--- src/rtl/core/hcr_pkg.sv ---
package hcr_pkg;

	localparam int AMP_W      = 15;
	localparam int SPREAD_W   = 16;
	localparam int COLOR_W    = 24;
	localparam int CH_W       = 8;
	localparam int STOP_COUNT = 5;
	localparam int STOP_IDX_W = 3;
	localparam int BLEND_BITS = 14;
	localparam int Q_BITS     = 16;
	localparam int PROD_W     = AMP_W + SPREAD_W;
	localparam int DEN_W      = PROD_W + 1;
	localparam int FRONT_STAGES = 3;
	localparam int BLEND_STAGES = 2;

	localparam int REG_IDX_W = 3;
	localparam int CFG_DATA_W = COLOR_W;

	localparam logic [REG_IDX_W-1:0] REG_AMPLITUDE = 3'd0;
	localparam logic [REG_IDX_W-1:0] REG_SPREAD    = 3'd1;
	localparam logic [REG_IDX_W-1:0] REG_STOP_0    = 3'd2;
	localparam logic [REG_IDX_W-1:0] REG_STOP_1    = 3'd3;
	localparam logic [REG_IDX_W-1:0] REG_STOP_2    = 3'd4;
	localparam logic [REG_IDX_W-1:0] REG_STOP_3    = 3'd5;
	localparam logic [REG_IDX_W-1:0] REG_STOP_4    = 3'd6;

	localparam logic [AMP_W-1:0]    AMPLITUDE_RST = 15'd2560;
	localparam logic [SPREAD_W-1:0] SPREAD_RST    = 16'd7373;
	localparam logic [COLOR_W-1:0]  STOP_0_RST    = 24'hC9B263;
	localparam logic [COLOR_W-1:0]  STOP_1_RST    = 24'h87B852;
	localparam logic [COLOR_W-1:0]  STOP_2_RST    = 24'h50AB5D;
	localparam logic [COLOR_W-1:0]  STOP_3_RST    = 24'h787878;
	localparam logic [COLOR_W-1:0]  STOP_4_RST    = 24'hC8C8C8;

	typedef logic [STOP_COUNT-1:0][COLOR_W-1:0] hcr_stops_t;

	typedef struct packed {
		logic             neg;
		logic             over;
		logic [DEN_W-1:0] rem;
		logic [DEN_W-1:0] den;
	} hcr_div_in_t;

	typedef struct packed {
		logic [CH_W-1:0] red;
		logic [CH_W-1:0] green;
		logic [CH_W-1:0] blue;
	} hcr_rgb_t;

endpackage

--- src/rtl/core/hcr_front.sv ---
module hcr_front import hcr_pkg::*; #(
	parameter int HEIGHT_BITS = 16
) (
	input  logic                          clk,
	input  logic                          arst_n,
	input  logic                          in_vld,
	input  logic signed [HEIGHT_BITS-1:0] height,
	input  logic [AMP_W-1:0]              amplitude,
	input  logic [SPREAD_W-1:0]           spread,
	output logic                          out_vld,
	output hcr_div_in_t                   out_dat
);

	localparam int SUM_W = ((HEIGHT_BITS > AMP_W + 1) ? HEIGHT_BITS : AMP_W + 1) + 1;
	localparam int N_W   = SUM_W + BLEND_BITS + 2;

	logic [AMP_W-1:0]    a_eff;
	logic [SPREAD_W-1:0] s_eff;
	logic signed [SUM_W-1:0] h_ext;
	logic signed [SUM_W-1:0] a_ext;

	logic                    vld_s1, vld_s2, vld_s3;
	logic signed [SUM_W-1:0] hsum_s1;
	logic [PROD_W-1:0]       prod_s1;
	logic signed [N_W-1:0]   num_s2;
	logic [DEN_W-1:0]        den_s2;
	hcr_div_in_t             dat_s3;

	logic signed [N_W-1:0] hsum_sh;
	logic signed [N_W-1:0] prod_ext;
	logic signed [N_W-1:0] den_ext;
	logic                  neg_c;

	// zero amplitude or spread acts as one LSB
	assign a_eff = (amplitude == '0) ? AMP_W'(1) : amplitude;
	assign s_eff = (spread == '0) ? SPREAD_W'(1) : spread;
	assign h_ext = SUM_W'(height);
	assign a_ext = SUM_W'(a_eff);

	assign hsum_sh  = N_W'(hsum_s1) <<< BLEND_BITS;
	assign prod_ext = N_W'(prod_s1);
	assign den_ext  = N_W'(den_s2);
	assign neg_c    = num_s2[N_W-1];

	always_ff @(posedge clk or negedge arst_n) begin
		if (!arst_n) begin
			vld_s1 <= 1'b0;
			vld_s2 <= 1'b0;
			vld_s3 <= 1'b0;
		end else begin
			vld_s1 <= in_vld;
			vld_s2 <= vld_s1;
			vld_s3 <= vld_s2;
		end
	end

	always_ff @(posedge clk) begin
		hsum_s1 <= h_ext + a_ext;
		prod_s1 <= PROD_W'(a_eff) * PROD_W'(s_eff);
		num_s2  <= hsum_sh - prod_ext;
		den_s2  <= {prod_s1, 1'b0};
		dat_s3  <= '{
			neg:  neg_c,
			over: !neg_c && (num_s2 >= den_ext),
			rem:  num_s2[DEN_W-1:0],
			den:  den_s2
		};
	end

	assign out_vld = vld_s3;
	assign out_dat = dat_s3;

endmodule

--- src/rtl/core/hcr_divider.sv ---
module hcr_divider import hcr_pkg::*; (
	input  logic              clk,
	input  logic              arst_n,
	input  logic              in_vld,
	input  hcr_div_in_t       in_dat,
	output logic              out_vld,
	output logic [Q_BITS-1:0] out_q
);

	logic              vld_s [1:Q_BITS];
	hcr_div_in_t       dat_s [1:Q_BITS];
	logic [Q_BITS-1:0] quo_s [1:Q_BITS];

	for (genvar k = 0; k < Q_BITS; k++) begin : g_step
		logic              cur_vld;
		hcr_div_in_t       cur;
		logic [Q_BITS-1:0] cur_q;
		logic [DEN_W:0]    r2;
		logic [DEN_W:0]    diff;
		logic              ge;

		if (k == 0) begin : g_first
			assign cur_vld = in_vld;
			assign cur     = in_dat;
			assign cur_q   = '0;
		end else begin : g_next
			assign cur_vld = vld_s[k];
			assign cur     = dat_s[k];
			assign cur_q   = quo_s[k];
		end

		assign r2   = {cur.rem, 1'b0};
		assign diff = r2 - {1'b0, cur.den};
		assign ge   = (r2 >= {1'b0, cur.den});

		always_ff @(posedge clk or negedge arst_n) begin
			if (!arst_n) begin
				vld_s[k+1] <= 1'b0;
			end else begin
				vld_s[k+1] <= cur_vld;
			end
		end

		always_ff @(posedge clk) begin
			dat_s[k+1] <= '{
				neg:  cur.neg,
				over: cur.over,
				rem:  ge ? diff[DEN_W-1:0] : r2[DEN_W-1:0],
				den:  cur.den
			};
			quo_s[k+1] <= {cur_q[Q_BITS-2:0], ge};
		end
	end

	assign out_vld = vld_s[Q_BITS];
	assign out_q   = dat_s[Q_BITS].neg  ? '0 :
	                 dat_s[Q_BITS].over ? '1 : quo_s[Q_BITS];

	a_rem_below_den: assert property (@(posedge clk) disable iff (!arst_n)
		in_vld && !in_dat.neg && !in_dat.over |-> in_dat.rem < in_dat.den)
		else $error("divider entry remainder not below divisor");

	a_neg_over_excl: assert property (@(posedge clk) disable iff (!arst_n)
		in_vld |-> !(in_dat.neg && in_dat.over))
		else $error("negative and saturated flags both set");

	a_valid_depth: assert property (@(posedge clk) disable iff (!arst_n)
		out_vld == $past(in_vld, Q_BITS))
		else $error("divider valid lost or invented");

endmodule

--- src/rtl/core/hcr_blend.sv ---
module hcr_blend import hcr_pkg::*; (
	input  logic              clk,
	input  logic              arst_n,
	input  logic              in_vld,
	input  logic [Q_BITS-1:0] in_q,
	input  hcr_stops_t        stops,
	output logic              out_vld,
	output hcr_rgb_t          out_rgb
);

	logic [1:0]            seg;
	logic [STOP_IDX_W-1:0] lo_idx;
	logic [STOP_IDX_W-1:0] hi_idx;

	logic                  vld_s1, vld_s2;
	logic [COLOR_W-1:0]    lo_s1, hi_s1;
	logic [BLEND_BITS-1:0] w_s1;
	hcr_rgb_t              rgb_s2;

	logic [CH_W-1:0] ch_c [3];

	assign seg    = in_q[Q_BITS-1 -: 2];
	assign lo_idx = STOP_IDX_W'(seg);
	assign hi_idx = lo_idx + STOP_IDX_W'(1);

	// lo + floor((hi - lo) * w / 2^14)
	always_comb begin
		logic signed [CH_W:0]             diff;
		logic signed [BLEND_BITS:0]       wt;
		logic signed [CH_W+BLEND_BITS+1:0] acc;
		for (int c = 0; c < 3; c++) begin
			diff = $signed({1'b0, hi_s1[c*CH_W +: CH_W]})
			     - $signed({1'b0, lo_s1[c*CH_W +: CH_W]});
			wt   = $signed({1'b0, w_s1});
			acc  = $signed({2'b00, lo_s1[c*CH_W +: CH_W], {BLEND_BITS{1'b0}}})
			     + (CH_W+BLEND_BITS+2)'(diff) * (CH_W+BLEND_BITS+2)'(wt);
			ch_c[c] = acc[BLEND_BITS +: CH_W];
		end
	end

	always_ff @(posedge clk or negedge arst_n) begin
		if (!arst_n) begin
			vld_s1 <= 1'b0;
			vld_s2 <= 1'b0;
		end else begin
			vld_s1 <= in_vld;
			vld_s2 <= vld_s1;
		end
	end

	always_ff @(posedge clk) begin
		lo_s1  <= stops[lo_idx];
		hi_s1  <= stops[hi_idx];
		w_s1   <= in_q[BLEND_BITS-1:0];
		rgb_s2 <= '{red: ch_c[2], green: ch_c[1], blue: ch_c[0]};
	end

	assign out_vld = vld_s2;
	assign out_rgb = rgb_s2;

endmodule

--- src/rtl/core/height_to_color_ramp_unit.sv ---
// channel  | dir | signals                          | transfer
// sample   | in  | start, busy, height              | start && !busy at clk rise
// color    | out | done, red, green, blue           | done high for one cycle
// config   | in  | cfg_we, cfg_index, cfg_data      | cfg_we at clk rise
//
// One sample per cycle; busy stays low. Pipeline: 3 front stages
// (product, numerator, range check), 16 restoring divider stages at one
// quotient bit each, 2 blend stages (stop select, multiply-add).
// arst_n clears all valid bits and loads the default registers.
// The color side cannot stall; results leave the pipeline as they finish.
module height_to_color_ramp_unit import hcr_pkg::*; #(
	parameter int HEIGHT_BITS = 16
) (
	input  logic                          clk,
	input  logic                          arst_n,
	input  logic                          start,
	output logic                          busy,
	input  logic signed [HEIGHT_BITS-1:0] height,
	output logic                          done,
	output logic [CH_W-1:0]               red,
	output logic [CH_W-1:0]               green,
	output logic [CH_W-1:0]               blue,
	input  logic                          cfg_we,
	input  logic [REG_IDX_W-1:0]          cfg_index,
	input  logic [CFG_DATA_W-1:0]         cfg_data
);

	localparam int LATENCY = FRONT_STAGES + Q_BITS + BLEND_STAGES;

	logic [AMP_W-1:0]    amplitude_q;
	logic [SPREAD_W-1:0] spread_q;
	hcr_stops_t          stops_q;

	logic              accept;
	logic              front_vld;
	hcr_div_in_t       front_dat;
	logic              div_vld;
	logic [Q_BITS-1:0] div_q;
	logic              blend_vld;
	hcr_rgb_t          blend_rgb;

	assign busy   = 1'b0;
	assign accept = start && !busy;

	always_ff @(posedge clk or negedge arst_n) begin
		if (!arst_n) begin
			amplitude_q <= AMPLITUDE_RST;
			spread_q    <= SPREAD_RST;
			stops_q     <= {STOP_4_RST, STOP_3_RST, STOP_2_RST, STOP_1_RST, STOP_0_RST};
		end else if (cfg_we) begin
			unique case (cfg_index)
				REG_AMPLITUDE: amplitude_q <= cfg_data[AMP_W-1:0];
				REG_SPREAD:    spread_q    <= cfg_data[SPREAD_W-1:0];
				REG_STOP_0:    stops_q[0]  <= cfg_data;
				REG_STOP_1:    stops_q[1]  <= cfg_data;
				REG_STOP_2:    stops_q[2]  <= cfg_data;
				REG_STOP_3:    stops_q[3]  <= cfg_data;
				REG_STOP_4:    stops_q[4]  <= cfg_data;
				default: ;
			endcase
		end
	end

	hcr_front #(
		.HEIGHT_BITS(HEIGHT_BITS)
	) u_front (
		.clk      (clk),
		.arst_n   (arst_n),
		.in_vld   (accept),
		.height   (height),
		.amplitude(amplitude_q),
		.spread   (spread_q),
		.out_vld  (front_vld),
		.out_dat  (front_dat)
	);

	hcr_divider u_div (
		.clk    (clk),
		.arst_n (arst_n),
		.in_vld (front_vld),
		.in_dat (front_dat),
		.out_vld(div_vld),
		.out_q  (div_q)
	);

	hcr_blend u_blend (
		.clk    (clk),
		.arst_n (arst_n),
		.in_vld (div_vld),
		.in_q   (div_q),
		.stops  (stops_q),
		.out_vld(blend_vld),
		.out_rgb(blend_rgb)
	);

	assign done  = blend_vld;
	assign red   = blend_rgb.red;
	assign green = blend_rgb.green;
	assign blue  = blend_rgb.blue;

	a_result_follows: assert property (@(posedge clk) disable iff (!arst_n)
		start && !busy |-> ##LATENCY done)
		else $error("accepted sample gave no result");

	a_result_has_source: assert property (@(posedge clk) disable iff (!arst_n)
		done |-> $past(start && !busy, LATENCY))
		else $error("result without accepted sample");

	a_back_to_back: assert property (@(posedge clk) disable iff (!arst_n)
		(start && !busy) ##1 (start && !busy) |-> ##(LATENCY - 1) done ##1 done)
		else $error("consecutive samples not delivered consecutively");

endmodule

--- config.mk ---
export PLATFORM = sky130hd
export DESIGN_NAME = height_to_color_ramp_unit
export DESIGN_NICKNAME = d
export VERILOG_FILES = /design/src/rtl/core/hcr_pkg.sv /design/src/rtl/core/hcr_front.sv /design/src/rtl/core/hcr_divider.sv /design/src/rtl/core/hcr_blend.sv /design/src/rtl/core/height_to_color_ramp_unit.sv
export SDC_FILE = /design/constraint.sdc
export NUM_CORES = 2
export LEC_CHECK = 0
export ABC_AREA = 1
export BUFFER_PORTS_ARGS = -buffer_cell sky130_fd_sc_hd__buf_2
export CORE_UTILIZATION = 70
export DETAILED_ROUTE_END_ITERATION = 8
export GPL_TIMING_DRIVEN = 0
export MAX_ROUTING_LAYER = met4
export PLACE_DENSITY = 0.87
export SLEW_MARGIN = 10
export SYNTH_ARGS = -nofsm -noshare
export SYNTH_HDL_FRONTEND = slang
export SYNTH_SLANG_ARGS = --single-unit
--- constraint.sdc ---
create_clock -name clk -period 16.83 [get_ports clk]
set_clock_uncertainty 0.2 [all_clocks]
set_input_delay 2.5245 -clock clk [delete_from_list [all_inputs] [get_ports clk]]
set_output_delay 2.5245 -clock clk [all_outputs]
set_load 0.02 [all_outputs]
**Yosys cells after proc, flatten, opt, wreduce, memory -nomap -nowiden**

Memories as Yosys holds them, arrays and structs flattened.
Index checks and enable logic that the tools add are counted.

- Add/sub/neg operators: 25
- $mul: 4
- Order comparisons: 19
- Equal/unequal tests: 6
- Muxes and demuxes: 24
- Reduce and logical (&&, ||, !) cells: 12

Operators with widths:

| operator | count |
|---|---|
| $ge A33 B32 Y1 | 16 |
| $mux W32 | 16 |
| $sub A32 B32 Y32 | 16 |
| $bmux W24 S3 | 1 |
| $add A22 B22 Y22 | 3 |
| $mul A9 B15 Y22 | 3 |
| $bmux W24 S2 | 1 |
| $mux W16 | 3 |
| $mux W24 | 2 |
| $ge A33 B33 Y1 | 1 |
| $sub A31 B32 Y33 | 1 |
| $mul A15 B16 Y31 | 1 |
| $sub A8 B8 Y9 | 3 |
| $add A16 B16 Y17 | 1 |
| $logic_not A16 Y1 | 1 |
| $logic_not A15 Y1 | 1 |
| $mux W15 | 1 |
| $reduce_and A2 Y1 | 7 |
| $eq A3 B3 Y1 const B | 3 |
| $eq A3 B2 Y1 const B | 2 |
| $lt A2 B4 Y1 const B | 1 |
| $lt A3 B4 Y1 const B | 1 |
| $add A2 B1 Y3 const B | 1 |
| $eq A3 B1 Y1 const B | 1 |
| other kinds (3) | 3 |

- Flip-flop bits (word level): 435
- RAM bits: 1312
- Input bits: 47
- Output and inout port bits: 26
- Word-level logic and storage cells: 134
- Memories kept: 2

Memory list:

| name | depth | bits a word | read ports | clocked after memory_dff | wr ports | RTL line | source |
|---|---|---|---|---|---|---|---|
| u_div.dat_s | 16 | 66 | 16 | 0 | 16 | hcr_divider.sv:11 | `hcr_div_in_t dat_s [1:Q_BITS];` |
| u_div.quo_s | 16 | 16 | 16 | 0 | 16 | hcr_divider.sv:12 | `logic [Q_BITS-1:0] quo_s [1:Q_BITS];` |

**Depth between registers and ports, before layout**

An unclocked memory read counts as a cell.

- Word-level depth: 6
- Depth in mapped cells: 31

**Cells and area by module**

A second synthesis with hierarchy kept.

- Cells, all modules: 15853
- Area total of the unflattened synthesis: 109186.0 µm²

By module, submodules not included:

| module | instances | cells each | area an instance (µm²) | sequential area each (µm²) |
|---|---|---|---|---|
| hcr_divider | 1 | 11074 | 71145.7 | 22982.0 |
| hcr_blend | 1 | 2124 | 16424.5 | 1771.7 |
| hcr_front | 1 | 1991 | 15665.0 | 3578.4 |
| height_to_color_ramp_unit | 1 | 664 | 5950.7 | 3861.2 |

**Worst setup path before layout**

OpenSTA, ideal clock, no wires.

- Kind: reg2reg
- Start point: reg amplitude_q[9]
- End point: reg u_front.prod_s1[24]
- Arrival time: 5776 ps
- Data required time: 16510 ps
- Path slack: 10734 ps
- Cell stages (with the launch flop): 28
- Buffers on the path: 2
- Clock period less this slack: 6096 ps
- Cells stage by stage: dfstp_2 -> clkbuf_1 -> nor4_1 -> nand4_1 -> nand2_1 -> inv_1 -> clkbuf_1 -> nor2_1 -> fa_1 -> inv_1 -> fa_1 -> inv_1 -> fa_1 -> inv_1 -> fa_1 -> inv_1 -> fa_1 -> inv_1 -> fa_1 -> inv_1 -> ha_1 -> nand2_1 -> inv_1 -> a21oi_1 -> o21ai_0 -> nand2_1 -> nand3_1 -> xor2_1

- Longest elaborated chain between the ends: 3

RTL lines:

| what | RTL line | source |
|---|---|---|
| from (decl) | height_to_color_ramp_unit.sv:30 | `logic [AMP_W-1:0] amplitude_q;` |
| from (signal assigned) | height_to_color_ramp_unit.sv:52 | `REG_AMPLITUDE: amplitude_q <= cfg_data[AMP_W-1:0];` |
| $logic_not A15 Y1 | hcr_front.sv:35 | `assign a_eff = (amplitude == '0) ? AMP_W'(1) : amplitude;` |
| $mux W15 * | hcr_front.sv:35 |  |
| $mul A15 B16 Y31 * | hcr_front.sv:59 | `prod_s1 <= PROD_W'(a_eff) * PROD_W'(s_eff);` |
| to (signal assigned) | hcr_front.sv:59 |  |
| to (decl) | hcr_front.sv:24 | `logic [PROD_W-1:0] prod_s1;` |

Mark *: on every way between the ends. The rest lies on a longest branch, timed or not.
A chain may end at the register's enable or synchronous reset.

**Worst setup path in the final report**

- Start point: reg amplitude_q[9]
- End point: reg u_front.prod_s1[30]

The elaborated chain is that of the path after synthesis.

==> impl_metrics.json <==
{
  "achievable-frequency_mhz": 127,
  "cp_data_required_time_ps": 17280,
  "grt_pass1_vias": 90700,
  "route.detailed.wl_per_inst_microns": 18.5,
  "die_x_microns": 385,
  "critPathLaunchType": "flip-flop",
  "hpwl_mm": 250,
  "syn_nets": 16000,
  "detail_route.drc_violations": 0,
  "root_buffer": "clkbuf_16",
  "routed-via-count": 93900,
  "worst-path-max-fanout": 10,
  "synth-main-ff-cell": "dfxtp_1",
  "post-cts-setup-buffers": 0,
  "holdCritPathClass": "reg2reg",
  "synth.yosys.seq_area_share": 0.307,
  "grt_start_max_net_pins": 117,
  "max-cap-violations": 0,
  "report.final.setup_viol": 0,
  "place_area_sq_um": 106000,
  "instances_no_fill": 16900,
  "cts_sinks": 1531,
  "final.period_utilization": 0.468,
  "route.detailed.vias_per_inst": 5.55,
  "critPathBufInv": 8,
  "number_of_buffers_added_on_ports": 71,
  "gpl.final_weighted_congestion": 1.05,
  "netlist_area_sq_um": 103000,
  "first_pass_iters": 9,
  "status": "finished, final reports clean",
  "first_pass_grt_wire_length_mm": 484,
  "unrepaired_setup_endpoints_after_global_routing": "no",
  "worst_skew_pair.late_latency_ps": 820,
  "yosys_register_bits": 1531,
  "die_h_microns": 385,
  "fin_util": 0.765,
  "grt_use_total": 0.431,
  "timing_hold_violations_final": 0,
  "worst_hold_startpoint": "u_div.quo_s[0][186]$_DFF_P_",
  "synth-edff-count": 0,
  "antenna_found_initial": 18,
  "synth-async-reset-ratio": 0.112,
  "io-pin-count": 73,
  "fp-row-count": 140,
  "cts_hold_buffers": 0,
  "cp_data_arrival_time_ps": 8330,
  "drive_gt1_frac": 0.0532,
  "timing.final.crit_period_ps": 7880,
  "design_area_sq_um": 111000,
  "fp.coreArea_sq_um": 146000,
  "maxSlewViolCount": 0,
  "clk_path_buf_depth": 3,
  "initial_utilization": 0.706,
  "slew_headroom": 0.240,
  "worstSetupPathType": "reg2reg",
  "worst_slew_pin_slew_ps": 1140,
  "syn2layout_area_growth_pct": 8.26,
  "ys.warnings.count": 0,
  "clk_pin_slew_worst_paths_ps": 70,
  "tritoncts_buffers": 155,
  "cts-htree-levels": 4,
  "synth_cells": 14600,
  "detail-route-antenna-nets": 0,
  "kind_of_end_point_of_the_critical_path": "flip-flop",
  "routed_wirelength_mm": 314,
  "timing.critical_path.slowest_cell_delay_ps": 750,
  "dp_cells": 16600,
  "worstReg2RegStart": "amplitude_q[9]$_DFFE_PN1P_",
  "synth.lib_cells_used.distinct": 55,
  "slowest_stage": "clkbuf_1",
  "critPathTopFamily": "adder cells",
  "timing.critical_path.from": "amplitude_q[9]$_DFFE_PN1P_",
  "num-nets-final": 16200,
  "drt_first_iter_violations": 8765,
  "cts.repair.resized": 0,
  "setup_tns_ps": 0,
  "postSynthAreaPerCell_sq_um": 7.03,
  "tritoncts": "built",
  "die-area_sq_um": 149000,
  "grt_overflow": 0
}
-- logic make-up after synthesis --
kind of cell               synth area share
xor gates and xnor gates             0.0277
AOI/OAI and AO/OA                    0.0700
DFF                                   0.307
and+or+nand+nor                       0.276
adders and majority gates             0.190
buffers and inverters                 0.129
other                             0.0000364
-- metal layers --
metal / wire (microns) / GRT usage / up-vias
li1: - / - / 45300
met1: 118000 / 0.495 / 42800
met2: 145000 / 0.689 / 4640
met3: 27300 / 0.0783 / 1253
met4: 23400 / 0.285 / 0
met5: 0 / - / -
-- cell usage after synthesis (7+ instances only) --
master	number	share of area
nand2_1	4280	0.16
inv_1	3071	0.11
dfxtp_1	1359	0.26
nor2_1	978	0.036
ha_1	811	0.099
nand3_1	669	0.033
o21ai_0	568	0.028
a21oi_1	510	0.025
fa_1	471	0.092
nand4_1	306	0.019
xor2_1	290	0.025
clkbuf_1	204	0.0074
dfrtp_1	106	0.026
o21ai_1	96	0.0047
o21bai_1	84	0.0061
nor3_1	78	0.0038
nand3b_1	68	0.0050
dfstp_2	66	0.017
buf_2	63	0.0031
nor2_2	56	0.0034
inv_2	52	0.0019
and2_1	51	0.0031
nand3_2	40	0.0039
nand2_2	36	0.0022
xnor2_1	35	0.0030
or2_2	32	0.0019
o21a_1	31	0.0023
buf_6	24	0.0026
and3_1	21	0.0013
a21o_1	20	0.0015
buf_1	18	0.00066
nor4_1	18	0.0011
a21oi_2	16	0.0014
nor3_2	13	0.0013
nor2_4	12	0.0013
nand3_4	11	0.0019
clkinv_1	9	0.00033
nor3b_2	9	0.0011
nor3b_1	8	0.00058
and2_2	7	0.00051
-- through the flow --
step / hold WS, ps / setup WS [ps]
2_1_floorplan: 110 / 10730
3_3_place_gp: 110 / 9290
3_5_place_dp: 112 / 9240
4_1_cts: 105 / 9200
5_1_grt: 103 / 8840
6_report: 118 / 8950
-- layout make-up --
cell class,instances,area (sq um)
timing repair buffer,72,393
fill,11400,34300
buffer,317,1520
clock buffer,215,4490
clock inverter,77,1170
antenna,19,47.5
inverter,3132,11800
multi-input combinational,9661,58100
tap,1917,2400
sequential,1531,31600
-- worst reg2reg max path, cell delays in order (launching register included) --
cell and delay, ps:
dfstp_2 510, clkbuf_1 750, nor4_1 160, nand4_1 150
nand2_1 190, inv_1 230, clkbuf_1 480, nor2_1 140
fa_1 510, inv_1 50, fa_1 480, inv_1 60
fa_1 530, fa_1 440, fa_1 560, inv_1 60
fa_1 630, inv_1 70, ha_1 360, inv_1 70
o21ai_0 390, a21oi_1 160, o21bai_1 210, a21oi_1 110
nand3_1 80, nand2_1 150
-- flip-flops by register name, indices dropped and copies added, names as in the netlist, 14 cells and up --
name and flops:
u_div.dat_s 962, u_div.quo_s 136, stops_q 120, u_front.out_dat 64, u_front.num_s2 33, u_front.prod_s1 31
u_front.den_s2 30, u_blend.hi_s1 24, u_blend.lo_s1 24, u_blend.out_rgb 24, u_front.hsum_s1 17, spread_q 16
amplitude_q 15, u_div.g_step.cur_vld 15, u_blend.w_s1 14
-- final timing paths --
kind / cells after the start / slack [ps] / end
min in group asynchronous: 1 / 1440 / u_div.g_step[10].cur_vld$_DFF_PN0_
max in group asynchronous: 2 / 14000 / amplitude_q[6]$_DFFE_PN0P_
worst max register to register: 25 / 8950 / u_front.prod_s1[30]$_DFF_P_
worst max-delay path: 25 / 8950 / u_front.prod_s1[30]$_DFF_P_
worst min register to register: 0 / 120 / u_div.quo_s[0][203]$_DFF_P_
worst min-delay path: 0 / 120 / u_div.quo_s[0][203]$_DFF_P_
-- placed cells by master, fill, tap and decap left out, types with 84 or more instances in the layout --
cell type     n
o21ai_0     568
clkbuf_1    228
buf_2       133
o21ai_1      96
o21bai_1     84
nand4_1     306
a21oi_1     510
dfxtp_1    1359
nor2_1      978
dfrtp_1     106
ha_1        811
fa_1        471
clkbuf_16   157
inv_1      3071
xor2_1      290
nand2_1    4280
nand3_1     669
Power is left out: the tool's default activity adds up to more than one toggle a clock period on the data nets, which glitch-free logic cannot reach.
